<file path="src/toy_8bit_cpu_core_assert.svh">
// Assertion macros shared by the toy 8-bit CPU core sources.
// Bodies are empty when SYNTHESIS is defined.
`ifndef TOY_8BIT_CPU_CORE_ASSERT_SVH
`define TOY_8BIT_CPU_CORE_ASSERT_SVH
`ifndef SYNTHESIS
`define T8C_ASSERT_IMP(lbl, ck, rn, ante, cons, msg) \
	lbl: assert property (@(posedge ck) disable iff (!rn) (ante) |-> (cons)) else $error(msg);
`define T8C_ASSERT_NXT(lbl, ck, rn, ante, cons, msg) \
	lbl: assert property (@(posedge ck) disable iff (!rn) (ante) |=> (cons)) else $error(msg);
`else
`define T8C_ASSERT_IMP(lbl, ck, rn, ante, cons, msg)
`define T8C_ASSERT_NXT(lbl, ck, rn, ante, cons, msg)
`endif
`endif

</file>
<file path="src/t8c_pkg.sv">
// Types and constants of the toy 8-bit CPU core.
// No dependencies.
`timescale 1ns / 1ps
package t8c_pkg;
	localparam int CFG_IDX_W = 1;
	localparam int CFG_DATA_W = 9;
	localparam logic [CFG_IDX_W-1:0] CFG_SECTOR_SIZE = 1'd0;
	localparam logic [CFG_IDX_W-1:0] CFG_DEVICE_COUNT = 1'd1;

	localparam logic [8:0] SECTOR_SIZE_RST = 9'd256;
	localparam logic [8:0] DEVICE_COUNT_RST = 9'd255;
	localparam logic [8:0] SIZE_MAX = 9'd256;

	localparam int MOD_DVD_W = 16;
	localparam int MOD_DIV_W = 17;

	localparam logic [3:0] REG_OP0 = 4'h0;
	localparam logic [3:0] REG_OP1 = 4'h1;
	localparam logic [3:0] REG_DEV_SEL = 4'hA;
	localparam logic [3:0] REG_STK_HI = 4'hB;
	localparam logic [3:0] REG_STK_LO = 4'hC;
	localparam logic [3:0] REG_FLAGS = 4'hD;
	localparam logic [3:0] REG_SECTOR = 4'hF;

	localparam int FLAG_JUMP = 0;
	localparam int FLAG_DEV_WR = 1;
	localparam int FLAG_IMM = 2;
	localparam int FLAG_POP = 3;

	typedef enum logic [2:0] {
		KIND_LOAD = 3'd0,
		KIND_WREG = 3'd1,
		KIND_STEP = 3'd2,
		KIND_RDEV = 3'd3,
		KIND_RREG = 3'd4
	} kind_t;

	typedef enum logic [3:0] {
		OP_NOP, OP_ADD, OP_SUB, OP_AND, OP_NOR, OP_CEQ, OP_CGT, OP_MVA,
		OP_MVR, OP_FLG, OP_STR, OP_LDR, OP_STK, OP_JMP, OP_DEV, OP_HLT
	} opcode_t;

	typedef struct packed {
		logic en;
		logic [3:0] idx;
		logic [7:0] data;
	} t8c_rf_wr_t;

	typedef struct packed {
		logic [7:0] r0;
		logic [7:0] r1;
		logic [7:0] ra;
		logic [7:0] rb;
		logic [7:0] rc;
		logic [7:0] rd;
		logic [7:0] rf;
	} t8c_rf_taps_t;

	typedef struct packed {
		logic start;
		logic [MOD_DVD_W-1:0] dividend;
		logic [MOD_DIV_W-1:0] divisor;
	} t8c_mod_req_t;

	typedef struct packed {
		logic busy;
		logic done;
		logic [MOD_DVD_W-1:0] remainder;
	} t8c_mod_rsp_t;
endpackage

</file>
<file path="src/t8c_regfile.sv">
// Sixteen 8-bit CPU registers: one write port, one indexed read, fixed taps.
// Depends on t8c_pkg.
`timescale 1ns / 1ps
module t8c_regfile import t8c_pkg::*; (
	input logic clk,
	input logic arst_n,
	input t8c_rf_wr_t wr,
	input logic [3:0] ridx,
	output logic [7:0] rdata,
	output t8c_rf_taps_t taps
);
	logic [7:0] regs_q [16];

	always_ff @(posedge clk or negedge arst_n) begin
		if (!arst_n) begin
			for (int i = 0; i < 16; i++) begin
				regs_q[i] <= 8'h00;
			end
		end else if (wr.en) begin
			regs_q[wr.idx] <= wr.data;
		end
	end

	assign rdata = regs_q[ridx];
	assign taps.r0 = regs_q[REG_OP0];
	assign taps.r1 = regs_q[REG_OP1];
	assign taps.ra = regs_q[REG_DEV_SEL];
	assign taps.rb = regs_q[REG_STK_HI];
	assign taps.rc = regs_q[REG_STK_LO];
	assign taps.rd = regs_q[REG_FLAGS];
	assign taps.rf = regs_q[REG_SECTOR];
endmodule

</file>
<file path="config.mk">
export PLATFORM = sky130hd
export DESIGN_NAME = t8c_regfile
export DESIGN_NICKNAME = d
export VERILOG_FILES = /design/src/toy_8bit_cpu_core_assert.svh /design/src/t8c_pkg.sv /design/src/t8c_regfile.sv
export SDC_FILE = /design/constraint.sdc
export NUM_CORES = 1
export LEC_CHECK = 0
export ABC_AREA = 1
export BUFFER_PORTS_ARGS = -buffer_cell sky130_fd_sc_hd__buf_4
export CAP_MARGIN = 5
export CORE_AREA = 2 2 125 127
export CTS_BUF_LIST = sky130_fd_sc_hd__clkbuf_4 sky130_fd_sc_hd__clkbuf_8
export DETAILED_ROUTE_END_ITERATION = 6
export DIE_AREA = 0 0 127 129
export HOLD_SLACK_MARGIN = 0.1
export PLACE_DENSITY = 0.66
export SLEW_MARGIN = 20
export SYNTH_ARGS = -nofsm -noshare
export SYNTH_HDL_FRONTEND = slang
export SYNTH_SLANG_ARGS = --single-unit
export TNS_END_PERCENT = 50
</file>
<file path="constraint.sdc">
create_clock -name clk -period 1.4 [get_ports clk]
set_input_delay 0.28 -clock clk [delete_from_list [all_inputs] [get_ports clk]]
set_output_delay 0.28 -clock clk [all_outputs]
set_load 0.005 [all_outputs]
</file>
## Word-level counts from Yosys, hierarchy flattened

Index checks and enable logic that the tools add are counted.

- Bitwise logic cells: 2
- Magnitude comparators: 3
- Muxes and demuxes: 6
- Reduce and logical (&&, ||, !) cells: 1

Operators with widths:

| kind | count |
|---|---|
| 128-bit bitwise mux | 1 |
| 8-bit binary-select mux with 4-bit select | 1 |
| 8-bit demux with 4-bit select | 1 |
| 8-bit two-way mux | 3 |
| 5-bit greater-or-equal comparator, second input constant | 2 |
| 4-bit NOT with 5-bit output | 2 |
| 5-bit by 1-bit less-than comparator with 1-bit output, second input constant | 1 |
| 1-bit logical AND | 1 |

- Output and inout bits: 64
- Flip-flop bits (word level): 128

## Depth between registers and ports, before layout

- Depth in word-level cells: 6
- Mapped depth: 9

## Least setup slack after synthesis

Ideal clock, no wire load.

- Kind: input -> output
- Start: in ridx[0]
- End: out rdata[6]
- Required time: 1.120 ns
- Arrival time: 1.147 ns
- Buffers on the path: 2
- Path slack: -0.027 ns
- Cell stages on the path: 8
- Cells stage by stage: clkbuf_1 > clkinv_1 > clkbuf_1 > nand2_1 > nand3_1 > nand3_1 > nand3_1 > nand2_1

- Cells in the longest elaborated chain, start to end: 4

Ends and longest elaborated chain:

| what | line | text |
|---|---|---|
| from (decl) | t8c_regfile.sv:8 | `input logic [3:0] ridx,` |
| 4-bit NOT with 5-bit output (not written as such) | t8c_regfile.sv:24 | `assign rdata = regs_q[ridx];` |
| 8-bit binary-select mux with 4-bit select | t8c_regfile.sv:24 |  |
| 8-bit two-way mux (not written as such) (2 in a row) | t8c_regfile.sv:24 |  |
| to (decl) | t8c_regfile.sv:9 | `output logic [7:0] rdata,` |

Every way passes these cells. The select of a mux whose other input is x is not followed.

## Worst setup path in the final report

- Start: reg regs_q, in the netlist taps[33]
- End: out rdata[1]

- Cells in the longest elaborated chain, start to end: 3

Ends and longest elaborated chain:

| what | line | text |
|---|---|---|
| from (decl) | t8c_regfile.sv:12 | `logic [7:0] regs_q [16];` |
| from (signal, indexed assignment) | t8c_regfile.sv:20 | `regs_q[wr.idx] <= wr.data;` |
| 8-bit binary-select mux with 4-bit select | t8c_regfile.sv:24 |  |
| 8-bit two-way mux (not written as such) (2 in a row) | t8c_regfile.sv:24 |  |

Every way passes these cells. The select of a mux whose other input is x is not followed.

==> impl_metrics.tcl <==
set metrics [dict create \
    multi_input_area_sq_um 2680 \
    yosysTopAreaCell "dfrtp_1" \
    fp.dieW_um 127 \
    area_delta_synth_final_pct 36.0 \
    critPathRequiredTime_ns 1.12 \
    first_pass_iters 5 \
    ir_worst_vdd_v 0.000853 \
    top_layer "met4" \
    min_path_cells 3 \
    syn_nets 925 \
    ys_seq_area_share_pct 47.9 \
    dp_hpwl_um 14000 \
    met2_length_um 9970 \
    grt_setup_unrepaired "true" \
    syn_area_sq_um 6690 \
    clockBufferDepth 2 \
    cp-end-kind "primary output" \
    drc 0 \
    hold_path_startpoint "wr[6]" \
    finish.utilization_pct 60.8 \
    row_count 45 \
    cts_tree "yes" \
    via_per_inst 5.14 \
    skew_ns 0 \
    syn_avg_cell_area_sq_um 7.39 \
    critPathLaunch "taps[33]" \
    netlist_instances 906 \
    startpoint_type "flop" \
    whs_ns 0.131 \
    failed_checks "negative setup slack" \
    slew_headroom_pct 64.1 \
    dp_slack_ns -0.205 \
    worstSkewPairLatency_ns 0.45 \
    dieArea_sq_um 16400 \
    fin_nets 1028 \
    crit_type "reg2out" \
    port_buffers 82 \
    design_area_sq_um 9100 \
    synth_area_leaders "dfrtp_1, nand2_1, o21ai_0" \
    grt_pass1_wl_um 32200 \
    drt_iter0_drc 717 \
    cts-root-buf "clkbuf_8" \
    wl_per_cell_um 17.1 \
    synth_flop_cell "dfrtp_1" \
    grt.total_usage_pct 26.0 \
    core-area_sq_um 15000 \
    reg2reg_from "taps[46]" \
    grt_remaining_overflow 0 \
    synthArstFlopShare_pct 100 \
    drv_slew 0 \
    fillers 1265 \
    first_global_vias 5928 \
    timing.fmax_mhz 572 \
    status "finished with violations" \
    cts_buffers 17 \
    synth_edf_count 0 \
    yosys_warnings 0 \
    yosys.area.top_type_share_pct 47.9 \
    grt_max_degree 39 \
    ant_nets 0 \
    clock-sinks 128 \
    num_vias 6222 \
    setup_slack_ns -0.349 \
    ios 83 \
    die_h_um 129 \
    path_max_fanout 2 \
    hold_violations 0 \
    finalCritPeriodShare_pct 125 \
    antenna-diode-count 0 \
    leakagePower_nw 4.61 \
    pwr_density_cell_nw_per_um2 1390 \
    yosysMostFrequentCell "nand2_1" \
    arrival_ns 1.47 \
    layout_min_cycle_time_ns 1.75 \
    worst_r2r_path_depth 5 \
    met1_length_um 8810 \
    setup_viol 15 \
    ys_top_cells_by_count "nand2_1, inv_1, o21ai_0" \
    wl_met3_um 1300 \
    initial_core_util_pct 44.7 \
    routed_wl_um 20700 \
    gp_congestion 0.937 \
    antenna_found_initial 0 \
    htreeDepth 4 \
    synth_cell_type_count 15 \
    worstMarginPinSlew_ns 0.539 \
    drive_gt1_share_pct 32.1 \
    worstHoldPathType "in2reg" \
    path_clk_slew_ns 0.08 \
    postPlaceCellArea_sq_um 7600 \
    seqCellArea_sq_um 3200 \
    cap_violations 0 \
    ys_ff_latch 128 \
]
==> final timing paths <==
kind	slack [ns]	to
setup / recovery	-0.35	rdata[1]
hold / removal	0.13	taps[30]
setup reg to reg	0.39	taps[46]
hold reg to reg	0.49	regs_q[88]
max in group asynchronous	0.59	regs_q[53]
min in group asynchronous	0.28	taps[17]
==> cells by family after synthesis <==
kind of cell           Yosys count  synth area share [%]
AOI/OAI and AO/OA              129                  9.65
buffers and inverters          245                  17.1
DFF                            128                  47.9
and+or+nand+nor                404                  25.3
==> final cells by class <==
cell class              count  share of cell area [%]
repair buffers            190                    21.8
flip-flops and latches    128                    35.2
inverters                 139                    5.75
multi-input cells         533                    29.4
well taps                 188                    2.58
clock inverters            14                    2.52
clock buffers              18                    2.72
==> power breakdown <==
group | internal, mW | switching, mW | leakage, nW
Sequential | 4.51 | 0.446 | 1.58
Combinational | 1.99 | 1.90 | 2.79
Clock | 2.20 | 1.62 | 0.239
Total | 8.71 | 3.97 | 4.61
==> state kept, by name (all words and copies together) (netlist names) <==
register and flops:
regs_q 72, taps 56
==> placed cells by master, fill, tap and decap left out, drive strengths merged <==
cell type	count
nor2	11
clkinv	6
bufinv	5
nand2	271
clkbuf	18
nand4	1
or2	2
nor3	2
inv	142
buf	189
o21ai	129
nand3	117
dlygate4sd3	1
dfrtp	128
==> critical path, stage by stage, from the launching register on <==
cell and delay (ns):
dfrtp_1 0.41, inv_2 0.07, nand2_2 0.06, nand3_2 0.11, nand3_2 0.07, nand3_2 0.07, nand2_1 0.07, buf_4 0.14
==> per-layer routing <==
metal	up-vias	global-route usage, %
met5	-	0
met4	0	10.7
met3	48	5.45
met2	225	42.1
met1	2993	34.2
li1	2956	-
==> what timing repair did <==
action | in CTS | in global routing
setup endpoints to repair | 12 | 50
endpoints found under the hold margin | 128 | 0
hold buffers | 1 | 0
setup buffers | 41 | 20
gates resized for setup | 89 | 92
pin swaps | 48 | 10
==> stage by stage <==
stage               power, mW  setup TNS (ns)  instances
floorplan                6.77               0        906
global placement         7.73           -1.51       1126
detailed placement       7.80           -1.44       1126
CTS                      12.2           -2.96       1200
global route             13.4           -4.71       1210
finish                   12.7           -3.29       1210
Note: power is estimated with default switching activity, not from simulation.
