$ cat config.mk
export PLATFORM = sky130hd
export DESIGN_NAME = t8c_mod_unit
export DESIGN_NICKNAME = d
export VERILOG_FILES = /design/src/t8c_pkg.sv /design/src/t8c_mod_unit.sv
export VERILOG_INCLUDE_DIRS = /design/src /design/src/src
export SDC_FILE = /design/constraint.sdc
export NUM_CORES = 1
export LEC_CHECK = 0
export BUFFER_PORTS_ARGS = -buffer_cell sky130_fd_sc_hd__buf_2
export CAP_MARGIN = 20
export CORE_MARGIN = 3
export CORE_UTILIZATION = 50
export CTS_CLUSTER_SIZE = 16
export DETAILED_ROUTE_END_ITERATION = 8
export PLACE_DENSITY = 0.72
export SLEW_MARGIN = 20
export SYNTH_ARGS = -nofsm -noshare
export SYNTH_HDL_FRONTEND = slang
export SYNTH_SLANG_ARGS = --single-unit
$ cat constraint.sdc
create_clock -name clk -period 3.2 [get_ports clk]
set_input_delay 0.64 -clock clk [delete_from_list [all_inputs] [get_ports clk]]
set_output_delay 0.64 -clock clk [all_outputs]
set_load 0.03 [all_outputs]
$ cat src/toy_8bit_cpu_core_assert.svh
// Assertion macros shared by the toy 8-bit CPU core sources.
// Bodies are empty when SYNTHESIS is defined.
`ifndef TOY_8BIT_CPU_CORE_ASSERT_SVH
`define TOY_8BIT_CPU_CORE_ASSERT_SVH
`ifndef SYNTHESIS
`define T8C_ASSERT_IMP(lbl, ck, rn, ante, cons, msg) \
	lbl: assert property (@(posedge ck) disable iff (!rn) (ante) |-> (cons)) else $error(msg);
`define T8C_ASSERT_NXT(lbl, ck, rn, ante, cons, msg) \
	lbl: assert property (@(posedge ck) disable iff (!rn) (ante) |=> (cons)) else $error(msg);
`else
`define T8C_ASSERT_IMP(lbl, ck, rn, ante, cons, msg)
`define T8C_ASSERT_NXT(lbl, ck, rn, ante, cons, msg)
`endif
`endif

$ cat src/t8c_pkg.sv
// Types and constants of the toy 8-bit CPU core.
// No dependencies.
`timescale 1ns / 1ps
package t8c_pkg;
	localparam int CFG_IDX_W = 1;
	localparam int CFG_DATA_W = 9;
	localparam logic [CFG_IDX_W-1:0] CFG_SECTOR_SIZE = 1'd0;
	localparam logic [CFG_IDX_W-1:0] CFG_DEVICE_COUNT = 1'd1;

	localparam logic [8:0] SECTOR_SIZE_RST = 9'd256;
	localparam logic [8:0] DEVICE_COUNT_RST = 9'd255;
	localparam logic [8:0] SIZE_MAX = 9'd256;

	localparam int MOD_DVD_W = 16;
	localparam int MOD_DIV_W = 17;

	localparam logic [3:0] REG_OP0 = 4'h0;
	localparam logic [3:0] REG_OP1 = 4'h1;
	localparam logic [3:0] REG_DEV_SEL = 4'hA;
	localparam logic [3:0] REG_STK_HI = 4'hB;
	localparam logic [3:0] REG_STK_LO = 4'hC;
	localparam logic [3:0] REG_FLAGS = 4'hD;
	localparam logic [3:0] REG_SECTOR = 4'hF;

	localparam int FLAG_JUMP = 0;
	localparam int FLAG_DEV_WR = 1;
	localparam int FLAG_IMM = 2;
	localparam int FLAG_POP = 3;

	typedef enum logic [2:0] {
		KIND_LOAD = 3'd0,
		KIND_WREG = 3'd1,
		KIND_STEP = 3'd2,
		KIND_RDEV = 3'd3,
		KIND_RREG = 3'd4
	} kind_t;

	typedef enum logic [3:0] {
		OP_NOP, OP_ADD, OP_SUB, OP_AND, OP_NOR, OP_CEQ, OP_CGT, OP_MVA,
		OP_MVR, OP_FLG, OP_STR, OP_LDR, OP_STK, OP_JMP, OP_DEV, OP_HLT
	} opcode_t;

	typedef struct packed {
		logic en;
		logic [3:0] idx;
		logic [7:0] data;
	} t8c_rf_wr_t;

	typedef struct packed {
		logic [7:0] r0;
		logic [7:0] r1;
		logic [7:0] ra;
		logic [7:0] rb;
		logic [7:0] rc;
		logic [7:0] rd;
		logic [7:0] rf;
	} t8c_rf_taps_t;

	typedef struct packed {
		logic start;
		logic [MOD_DVD_W-1:0] dividend;
		logic [MOD_DIV_W-1:0] divisor;
	} t8c_mod_req_t;

	typedef struct packed {
		logic busy;
		logic done;
		logic [MOD_DVD_W-1:0] remainder;
	} t8c_mod_rsp_t;
endpackage

$ cat src/t8c_mod_unit.sv
// Shared bit-serial remainder unit, one dividend bit per cycle.
// Depends on t8c_pkg and the assertion macro header.
`timescale 1ns / 1ps
`include "toy_8bit_cpu_core_assert.svh"
module t8c_mod_unit import t8c_pkg::*; (
	input logic clk,
	input logic arst_n,
	input t8c_mod_req_t req,
	output t8c_mod_rsp_t rsp
);
	localparam int CNT_W = $clog2(MOD_DVD_W + 1);

	logic [MOD_DVD_W-1:0] dvd_q;
	logic [MOD_DIV_W-1:0] div_q;
	logic [MOD_DIV_W-1:0] rem_q;
	logic [CNT_W-1:0] cnt_q;
	logic done_q;
	logic [MOD_DIV_W:0] trial;
	logic [MOD_DIV_W-1:0] rem_next;
	logic rem_lt_div;

	always_comb begin
		trial = {rem_q, dvd_q[MOD_DVD_W-1]};
		if (trial >= {1'b0, div_q}) begin
			rem_next = MOD_DIV_W'(trial - {1'b0, div_q});
		end else begin
			rem_next = trial[MOD_DIV_W-1:0];
		end
	end

	always_ff @(posedge clk or negedge arst_n) begin
		if (!arst_n) begin
			dvd_q <= '0;
			div_q <= '0;
			rem_q <= '0;
			cnt_q <= '0;
			done_q <= 1'b0;
		end else if (req.start) begin
			dvd_q <= req.dividend;
			div_q <= req.divisor;
			rem_q <= '0;
			cnt_q <= CNT_W'(MOD_DVD_W);
			done_q <= 1'b0;
		end else if (cnt_q != '0) begin
			dvd_q <= {dvd_q[MOD_DVD_W-2:0], 1'b0};
			rem_q <= rem_next;
			cnt_q <= cnt_q - 1'b1;
			done_q <= (cnt_q == CNT_W'(1));
		end else begin
			done_q <= 1'b0;
		end
	end

	assign rem_lt_div = rem_q < div_q;
	assign rsp.busy = cnt_q != '0;
	assign rsp.done = done_q;
	assign rsp.remainder = rem_q[MOD_DVD_W-1:0];

	`T8C_ASSERT_NXT(a_start_busy, clk, arst_n, req.start, rsp.busy, "start did not engage unit")
	`T8C_ASSERT_IMP(a_start_idle, clk, arst_n, req.start, !rsp.busy, "start while busy")
	`T8C_ASSERT_IMP(a_done_idle, clk, arst_n, rsp.done, !rsp.busy, "done while busy")
	`T8C_ASSERT_IMP(a_rem_range, clk, arst_n, rsp.done, rem_lt_div, "remainder not below divisor")
endmodule

# After elaboration in Yosys (flattened, before gate mapping)
# Index checks and enable logic that the tools add are counted.
# totals
ff_bits	56
input_bits	36
output_inout_bits	18
# op_classes
n_addsub	2
magnitude_cmp	1
eq_ne	1
muxes	9
reduce_logical	2
# op_table
operator	count
$mux W17	3
$mux W16	2
$ge A18 B17 Y1	1
$sub A17 B17 Y17	1
$mux W5	2
$eq A5 B1 Y1 const B	1
$reduce_bool A5 Y1	1
$sub A5 B1 Y5 const B	1
$mux W1	2
$reduce_bool A2 Y1	1

# Longest topological paths before layout
# Gate-level depths: netlist (run 1).
# logic_depth
depth_word	4
mapped_depth	12
ltp_nobuf	10

# Worst setup path before layout (run 1)
# No wires, ideal clock.
# synth_timing
path_kind	register to register
startpoint	register dvd_q[15]
endpoint	register rem_q[15]
setup_ns	0.122
t_arrival_ns	2.484
t_required_ns	3.078
path_slack_ns	0.594
path_stages_with_launch	11
path_buffers	0
synth_period_minus_slack_ns	2.606
cell_sequence	dfrtp_1 > inv_1 > ha_1 > fa_1 > nand2b_1 > a21oi_1 > o21ai_4 > a31oi_4 > nor2_1 > or3b_2 > a32o_1
# synth_between
elab_chain_cells	4
# synth_rtl
element	line_no	source
from (decl)	t8c_mod_unit.sv:13	logic [MOD_DVD_W-1:0] dvd_q;
from (signal assigned)	t8c_mod_unit.sv:39	dvd_q <= req.dividend;
from (signal assigned)	t8c_mod_unit.sv:45	dvd_q <= {dvd_q[MOD_DVD_W-2:0], 1'b0};
$sub A17 B17 Y17 or $ge A18 B17 Y1 (tied branches)	t8c_mod_unit.sv:25, t8c_mod_unit.sv:24	
$mux W17 (*)	t8c_mod_unit.sv:24	if (trial >= {1'b0, div_q}) begin
$mux W17 (*)	t8c_mod_unit.sv:44	end else if (cnt_q != '0) begin
$mux W17 (*)	t8c_mod_unit.sv:38	end else if (req.start) begin
to (signal assigned)	t8c_mod_unit.sv:46	rem_q <= rem_next;
to (decl)	t8c_mod_unit.sv:15	logic [MOD_DIV_W-1:0] rem_q;
# Mark *: on every way between the ends. The rest lies on a longest branch, timed or not. The select of a mux whose other input is x is not followed.
# A chain may end at the register's enable or synchronous reset.

# Final worst setup path (run 1)
# Same ends and word-level chain as after synthesis.

==> impl_metrics.ini, run 1 <==
[status]
outcome = finished, final reports clean

[clock_network]
cts_tree = yes
tritoncts.num_buffers = 5
clockBufferDepth = 2
postCtsResizedCells = 0
clock-sinks = 56
cts_setup_buffers = 0
cts-root-buf = clkbuf_8
cts_max_level = 2
insertion_delay_ns = 0.31
cts_hold_buf = 0
clk_pin_slew_ns = 0.10

[synthesis]
synth_area_leaders = dfrtp_1, ha_1, mux2i_1, o21ai_0, nand2_1
synthesis.nets = 438
yosysSeqAreaShare_pct = 40.0
synth_warnings = 0
synth_top_flop_cell = dfrtp_1
syn_area_mm2 = 0.00350
synth_top_area_cell = dfrtp_1
postSynth.asyncResetShare_pct = 100
synth_top_area_share_pct = 40.0
ys_seq_elements = 56
postSynthCellCount = 381
ys_types = 53
avgSynthCellArea_um2 = 9.19
synth_edf_count = 0

[worst_hold_path]
holdCritPathClass = primary input to asynchronous set/reset pin

[pwr]
p_leak_nw = 1.84
peakVddDrop_v = 0.000381
p_per_area_mw_per_mm2 = 754

[critical_path]
reg2reg_from = dvd_q[15]
cp-start-kind = flip-flop
worstPathRequired_ns = 3.41
reg2reg_depth = 10
worstSetupEndpoint = rem_q[15]
r2r-end = rem_q[15]
r2r_slack_ns = 0.35
endpoint_kind = flip-flop
cp.arrival_ns = 3.06
path_max_fanout = 7
criticalPathCategory = flip-flop to flip-flop
critPathLaunch = dvd_q[15]

[sta]
final_hold_viol_count = 0
hold_slack_ns = 0.348
finClkSkew_ns = 0.00702
finalMaxSlewViolations = 0
setup_viol = 0
tightest_slew_ns = 0.659
rsz0062_at_grt = false
fin_crit_sh_pct = 89.1
period_needed_ns = 2.85
max_freq_mhz = 351
max_slew_margin_pct = 56.1
tns_ns = 0

[global_route]
grt_max_degree = 37
antenna_found_initial = 0
track_usage_pct = 18.9
overflow = 0
grt_pass1_vias = 2555
grt_pass1_wl_um = 11900

[final_layout]
drive_gt1_share_pct = 18.3
areaGrowthSynthToFinish_pct = 9.47
post-route-util_pct = 58.3
fin_nets = 472
fillers = 627
seq_area_mm2 = 0.00140
n_antenna_cell = 0
multiInputGateArea_mm2 = 0.00182

[route]
drt_wl_total_um = 7160
vias = 2728
drtAntennaViolNets = 0
wire_per_inst_um = 14.1
dr.pass1.iters = 4
drc_errors = 0
drt_iter0_drc = 178
viasPerCell = 5.36

[floorplanning]
die_h_um = 89.7
top_level_ports = 54
initial_core_util_pct = 53.3
coreArea_mm2 = 0.00657
die_area_mm2 = 0.00804
chipWidth_um = 89.7
rows = 29

[placement]
gp_congestion = 0.869
hpwl_um = 5350
portBuffers = 53

[run]
drv_cap = 0
## power by group
group	switching [mW]	internal (mW)
Clock	0.234	0.156
Sequential	0.129	0.852
Combinational	0.869	0.648
Total	1.23	1.66
## area by class of cell
cell class,instances,share of cell area [%]
flip-flops and latches,56,36.6
well taps,93,3.04
inverters,22,2.16
multi-input cells,269,47.4
clock buffers,6,1.89
repair buffers,61,8.49
clock inverters,2,0.425
## worst max-delay path, cell delays in order (launching register included)
cell      delay [ns]
dfrtp_1         0.35
inv_1           0.06
ha_1            0.22
fa_1            0.39
nand2b_1        0.18
a21oi_1         0.34
o21ai_4         0.14
a31oi_4         0.24
nor2_1          0.15
or3b_2          0.48
a32o_1          0.21
## worst min path at each step
stage / startpoint / endpoint / slack (ns) / cells after the start
detailed placement: div_q[0] / div_q[0] / 0.50 / 1
floorplan: arst_n / cnt_q[0] / 0.34 / 0
finish: arst_n / div_q[15] / 0.35 / 1
CTS: arst_n / div_q[15] / 0.37 / 1
global route: arst_n / done_q / 0.38 / 1
global placement: div_q[0] / div_q[0] / 0.50 / 1
## placed cells by master (no fill, tap or decap), drive strengths merged, types with 4 or more instances in the layout
| cell type | netlist | final |
|---|---|---|
| buf | 22 | 61 |
| nand2 | 46 | 46 |
| clkbuf | 12 | 6 |
| a31oi | 4 | 4 |
| o31ai | 4 | 4 |
| o21a | 7 | 7 |
| xnor2 | 10 | 10 |
| o21ai | 46 | 46 |
| inv | 22 | 22 |
| dfrtp | 56 | 56 |
| nand2b | 6 | 6 |
| a21oi | 17 | 17 |
| xor2 | 4 | 4 |
| a211oi | 10 | 10 |
| mux2i | 23 | 23 |
| a21o | 6 | 6 |
| ha | 20 | 20 |
| nor3 | 6 | 6 |
| nor2 | 25 | 25 |
## synthesized netlist by cell type (3+ instances only)
cell       n
a211oi_1  10
a21o_1     6
a21oi_1   16
a31oi_1    3
buf_4     17
clkbuf_1  12
dfrtp_1   56
ha_1      20
inv_1     22
mux2i_1   23
nand2_1   46
nand2b_1   6
nor2_1    25
nor3_1     6
o21a_1     7
o21ai_0   41
o21ai_1    4
o31ai_1    4
xnor2_1   10
xor2_1     4
## flip-flops by register name, summed over array words and instances, names as in the netlist
name	cells
div_q	17
rem_q	17
dvd_q	16
cnt_q	5
done_q	1
## cell families after synthesis
group	share of synthesized area, %
AOI/OAI and AO/OA	20.1
xor gates and xnor gates	3.50
muxes	6.90
adders and majority gates	7.72
DFF	40.0
and+or+nand+nor	13.4
buffers and inverters	8.29
## metal layers
metal | vias to the layer above | GRT usage [%] | wire (µm) | part of all wire, %
met5 | - | 0 | 0 | 0
met4 | 0 | 4.19 | 49 | 0.68
met3 | 5 | 3.28 | 317 | 4.4
met2 | 49 | 31.0 | 3460 | 48
met1 | 1280 | 26.1 | 3330 | 47
li1 | 1394 | - | - | -
## metrics by stage
step | setup slack, ns | cell area (µm²) | total power [mW] | instances
2_1_floorplan | 0.594 | 3500 | 2.24 | 381
3_3_place_gp | 0.444 | 3740 | 2.47 | 501
3_5_place_dp | 0.368 | 3740 | 2.51 | 501
4_1_cts | 0.349 | 3830 | 2.92 | 509
5_1_grt | 0.132 | 3830 | 3.13 | 509
6_report | 0.348 | 3830 | 2.89 | 509
No activity file was read; power rests on OpenSTA's default activity.
==> run 2, diff against run 1 <==
ABC_AREA = 1   (was default)
CORE_MARGIN = 2   (was 3)
PLACE_DENSITY = 0.71   (was 0.72)
==> run 2 against run 1 <==
Net effect:
- flip-flop and latch count is the same
- global-route usage grew 2.6 points
- sequential power shrank 1%
- maximum frequency grew 25%
- highest routed layer unchanged
- hold slack gained 0.0080 ns
- non-clock buffer count shrank 3
==> impl_metrics.ini, run 2 <==
[sta]
max_freq_mhz = 439
tightest_slew_ns = 0.767
setup_slack_ns = 0.921
max_slew_margin_pct = 48.8
fin_crit_sh_pct = 71.2
rsz0062_at_grt = false
tns_ns = 0
final_hold_viol_count = 0
finClkSkew_ns = 0.0102
hold_slack_ns = 0.356
period_needed_ns = 2.28
setup_viol = 0
finalMaxSlewViolations = 0

[route]
vias = 3298
top_signal_layer_used = met4
drtAntennaViolNets = 0
wire_per_inst_um = 12.6
drc_errors = 0
met1_length_um = 3810
dr.pass1.iters = 4
dr_wl_met3_um = 304
met2WireLength_um = 3920
drt_wl_total_um = 8240
viasPerCell = 5.04
drt_iter0_drc = 259

[global_route]
antenna_found_initial = 0
grt_pass1_vias = 3399
overflow = 0
track_usage_pct = 21.5
grt_max_degree = 33
grt_pass1_wl_um = 14800

[final_layout]
final_cell_mix = nand2_1, inv_1, dfrtp_1
n_antenna_cell = 0
fin_area_mm2 = 0.00410
reg_top3 = div_q x17, rem_q x17, dvd_q x16
fin_nets = 611
final_common_cell = nand2_1
instances_no_fill = 654
fillers = 727
drive_gt1_share_pct = 15.0
post-route-util_pct = 56.2
areaGrowthSynthToFinish_pct = 8.31

[synthesis]
synth_commonest_cells = nand2_1, inv_1, dfrtp_1, nand3_1, o21ai_0
synth_area_leaders = dfrtp_1, nand2_1, inv_1, ha_1, nand3_1
synth_top_area_share_pct = 37.1
ys_types = 34
synth_top_area_cell = dfrtp_1
synthesis.nets = 578
synth_edf_count = 0
ys_seq_elements = 56
syn_area_mm2 = 0.00378
postSynth.asyncResetShare_pct = 100
avgSynthCellArea_um2 = 7.26
postSynthCellCount = 521
synth_top_flop_cell = dfrtp_1
yosysMostFrequentCell = nand2_1
synth_warnings = 0
yosysSeqAreaShare_pct = 37.1

[critical_path]
cp_cell_sequence = ha_1, a21oi_1, o21a_1, nand2_2, nor2_4, nand2_4, nand2_1, nand3_1, o21ai_0
criticalPathCategory = flip-flop to flip-flop
endpoint_kind = flip-flop
worstPathRequired_ns = 3.44
path_max_fanout = 18
r2r-end = rem_q[6]
reg2reg_depth = 9
cp-start-kind = flip-flop
cp_slowest_stage_delay_ns = 0.43
reg2reg_from = rem_q[14]
r2r_slack_ns = 0.92
critPathSlowestCell = dfrtp_1
cp.arrival_ns = 2.52

[clock_network]
postCtsResizedCells = 0
clockBufferDepth = 2
clock-sinks = 56
tritoncts.num_buffers = 5
cts_setup_buffers = 0
cts-root-buf = clkbuf_8
insertion_delay_ns = 0.33
clk_pin_slew_ns = 0.11
cts_max_level = 2
cts_tree = yes
cts_hold_buf = 0

[pwr]
p_per_area_mw_per_mm2 = 785
p_leak_nw = 2.31
fin_total_pwr_mw = 3.22
peakVddDrop_v = 0.000372

[floorplanning]
initial_core_util_pct = 51.9
chipWidth_um = 91.0
rows = 31
coreArea_mm2 = 0.00729
top_level_ports = 54
die_area_mm2 = 0.00827
die_h_um = 91.0

[placement]
hpwl_um = 6190
dp_cells = 646
place_ws_ns = 0.956
portBuffers = 53
place_area_mm2 = 0.00400
gp_congestion = 0.975

[run]
drv_cap = 0

[status]
outcome = finished, final reports clean

[worst_hold_path]
holdCritPathClass = primary input to asynchronous set/reset pin
[run 2: final cells by class]
| type | instances | area [µm²] | area share, % |
|---|---|---|---|
| repair buffers | 58 | 303 | 7.39 |
| inverters | 91 | 342 | 8.34 |
| flip-flops and latches | 56 | 1400 | 34.2 |
| multi-input cells | 342 | 1830 | 44.7 |
| clock inverters | 3 | 26.3 | 0.642 |
| well taps | 99 | 124 | 3.02 |
| clock buffers | 5 | 68.8 | 1.68 |
[run 2: worst max-delay path by stage]
stage | end | depth (start not counted) | slack [ns] | from
after floorplan | rem_q[7] | 12 | 1.35 | dvd_q[15]
after global placement | dvd_q[11] | 5 | 1.0 | req[33]
after detailed placement | dvd_q[5] | 5 | 0.96 | req[33]
after CTS | rem_q[6] | 9 | 0.95 | rem_q[14]
after global routing | rem_q[5] | 12 | 0.77 | rem_q[11]
final | rem_q[6] | 9 | 0.92 | rem_q[14]
[run 2: worst max-delay path, delay by kind of cell (launching register included)]
kind	cells	cell delay (ns)
AOI/OAI and AO/OA	3	0.50
adders and majority gates	1	0.36
DFF	1	0.43
and+or+nand+nor	5	0.91
[run 2: metal layers]
layer | track usage (%) | up-vias
met1 | 27.3 | 1530
met3 | 2.57 | 15
met4 | 8.59 | 0
met2 | 37.2 | 67
li1 | - | 1686
met5 | 0 | -
[run 2: power breakdown]
part	internal, mW	leakage [nW]	switching (mW)
clock network	0.161	0.0487	0.263
registers	0.866	0.701	0.105
logic	0.635	1.56	1.19
total	1.66	2.31	1.55
[run 2: cells by family (layout without fill, tap and decap cells)]
group / Yosys count / after routing / synth area share [%]
adder cells (fa/ha/maj): 21 / 21 / 7.15
AND/OR/NAND/NOR: 254 / 254 / 29.9
flip-flops: 56 / 56 / 37.1
buffers and inverters: 123 / 157 / 14.5
XOR/XNOR: 7 / 7 / 1.62
AO/OA/AOI/OAI: 60 / 60 / 9.73
==> run 3, diff against run 2 <==
PLACE_DENSITY = 0.74   (was 0.71)
clock period = 1.97 ns   (was 3.2 ns; I/O delays follow)
==> run 3 against run 2 <==
Net effect:
- global-route usage up 0.68 points
- register-to-register slack worse by 0.89 ns
- via count grew 11%
- hold slack lost 0.34 ns
- final cell count increased by 6.0%
- clock skew is 0.011 ns higher
- flip-flop and latch count did not move
==> impl_metrics.ini, run 3 (synthesis results as in run 2) <==
[status]
outcome = finished, final reports clean

[placement]
place_ws_ns = -0.0480
hpwl_um = 6300
gp_congestion = 0.897
portBuffers = 53

[critical_path]
cp.arrival_ns = 2.13
cp-start-kind = flip-flop
criticalPathCategory = flip-flop to flip-flop
worstPathRequired_ns = 2.17
path_max_fanout = 6
endpoint_kind = flip-flop

[floorplanning]
top_level_ports = 54
coreArea_mm2 = 0.00729
die_area_mm2 = 0.00827
die_h_um = 91.0
initial_core_util_pct = 51.9
chipWidth_um = 91.0
rows = 31

[pwr]
swShare_pct = 47.9
combPwrFrac_pct = 63.8
intPower_mw = 3.37
switching_power_mw = 3.09
peakVddDrop_v = 0.000724
p_per_area_mw_per_mm2 = 1350
power_frac_seq_pct = 25.0
fin_total_pwr_mw = 6.46
p_leak_nw = 2.52
clkPwrFrac_pct = 11.2

[global_route]
grtUsageMet2_pct = 38.5
track_usage_pct = 22.1
use_met3_pct = 3.24
antenna_found_initial = 0
top_usage_layer = met2
grt_max_degree = 37
grt_pass1_vias = 3436
use_met1_pct = 29.0
overflow = 0
grt_pass1_wl_um = 15200

[sta]
period_needed_ns = 1.93
setup_slack_ns = 0.0351
fin_crit_sh_pct = 98.2
tightest_slew_ns = 0.793
tns_ns = 0
max_freq_mhz = 517
rsz0062_at_grt = true
max_slew_margin_pct = 47.1
finClkSkew_ns = 0.0214
final_hold_viol_count = 0
finalMaxSlewViolations = 0
setup_viol = 0

[final_layout]
drive_gt1_share_pct = 30.6
n_antenna_cell = 0
post-route-util_pct = 65.7
areaGrowthSynthToFinish_pct = 26.8
final_common_cell = nand2_1
fin_nets = 650
final_cell_mix = nand2_1, inv_1, buf_2, dfrtp_1, buf_4
fillers = 622
seq_area_mm2 = 0.00140
reg_top3 = div_q x17, rem_q x17, dvd_q x16
multiInputGateArea_mm2 = 0.00220

[run]
drv_cap = 0

[clock_network]
clockBufferDepth = 2
clk_pin_slew_ns = 0.12
clock-sinks = 56
cts_hold_buf = 0
cts-root-buf = clkbuf_8
cts_max_level = 2
insertion_delay_ns = 0.33
cts_tree = yes
tritoncts.num_buffers = 5

[route]
viasPerCell = 5.28
dr.pass1.iters = 5
wire_per_inst_um = 14.4
drc_errors = 0
drt_iter0_drc = 215
vias = 3656
drtAntennaViolNets = 0
drt_wl_total_um = 9960

[worst_hold_path]
holdCritPathClass = primary input to asynchronous set/reset pin
run 3: critical path, stage by stage, from the launching register on:
cell	delay, ns
dfrtp_1	0.43
ha_4	0.31
nand2_4	0.08
nor2_4	0.14
inv_2	0.06
nor2_4	0.11
nand2_1	0.07
nand2_2	0.09
nor2_4	0.07
buf_6	0.14
nand2_8	0.07
nand2_1	0.06
nand3_1	0.08
o21ai_0	0.08
run 3: cell type report:
class,instances,area share [%]
Multi-Input combinational cell,344,46.0
Sequential cell,56,29.3
Timing Repair Buffer,95,12.9
Inverter,91,7.18
Tap cell,99,2.58
Clock buffer,5,1.44
Clock inverter,3,0.600
run 3: stage by stage:
stage | hold WS (ns) | instances | cell area [µm²]
after floorplan | 0.0984 | 521 | 3780
after global routing | 0.0644 | 693 | 4790
after CTS | 0.0373 | 670 | 4370
final | 0.0150 | 693 | 4790
after global placement | 0.408 | 658 | 4100
after detailed placement | 0.400 | 658 | 4100
run 3: power groups by stage:
| stage | Combinational [mW] | Sequential, mW | Clock (mW) |
|---|---|---|---|
| final | 4.12 | 1.61 | 0.724 |
| after global routing | 4.54 | 1.64 | 0.773 |
| after CTS | 3.34 | 1.60 | 0.725 |
| after detailed placement | 3.09 | 1.59 | 0 |
| after global placement | 3.02 | 1.58 | 0 |
| after floorplan | 2.53 | 1.56 | 0 |
run 3: final timing paths:
kind                       startpoint         to  slack (ns)  cells after the start
setup / recovery             rem_q[8]   rem_q[2]        0.04                     13
hold / removal                 arst_n   rem_q[4]        0.02                      1
setup reg to reg             rem_q[8]   rem_q[2]        0.04                     13
hold reg to reg              dvd_q[1]   dvd_q[1]        0.53                      2
max in group asynchronous      arst_n  rem_q[14]        1.36                      2
min in group clk               req[3]   div_q[3]        0.26                      3
run 3: routing by layer:
| layer | up-vias | routed length [µm] |
|---|---|---|
| met4 | 0 | 254 |
| met1 | 1704 | 4300 |
| met5 | - | 0 |
| li1 | 1777 | - |
| met2 | 146 | 4840 |
| met3 | 29 | 571 |
run 3: what timing repair did:
item                                    4_1_cts  5_1_grt
hold endpoints to repair                      0        0
setup buffers                                 3       20
cloned                                        1        3
pin swaps                                     1       31
endpoints found under the setup margin       17       17
gates resized for setup                      15       70
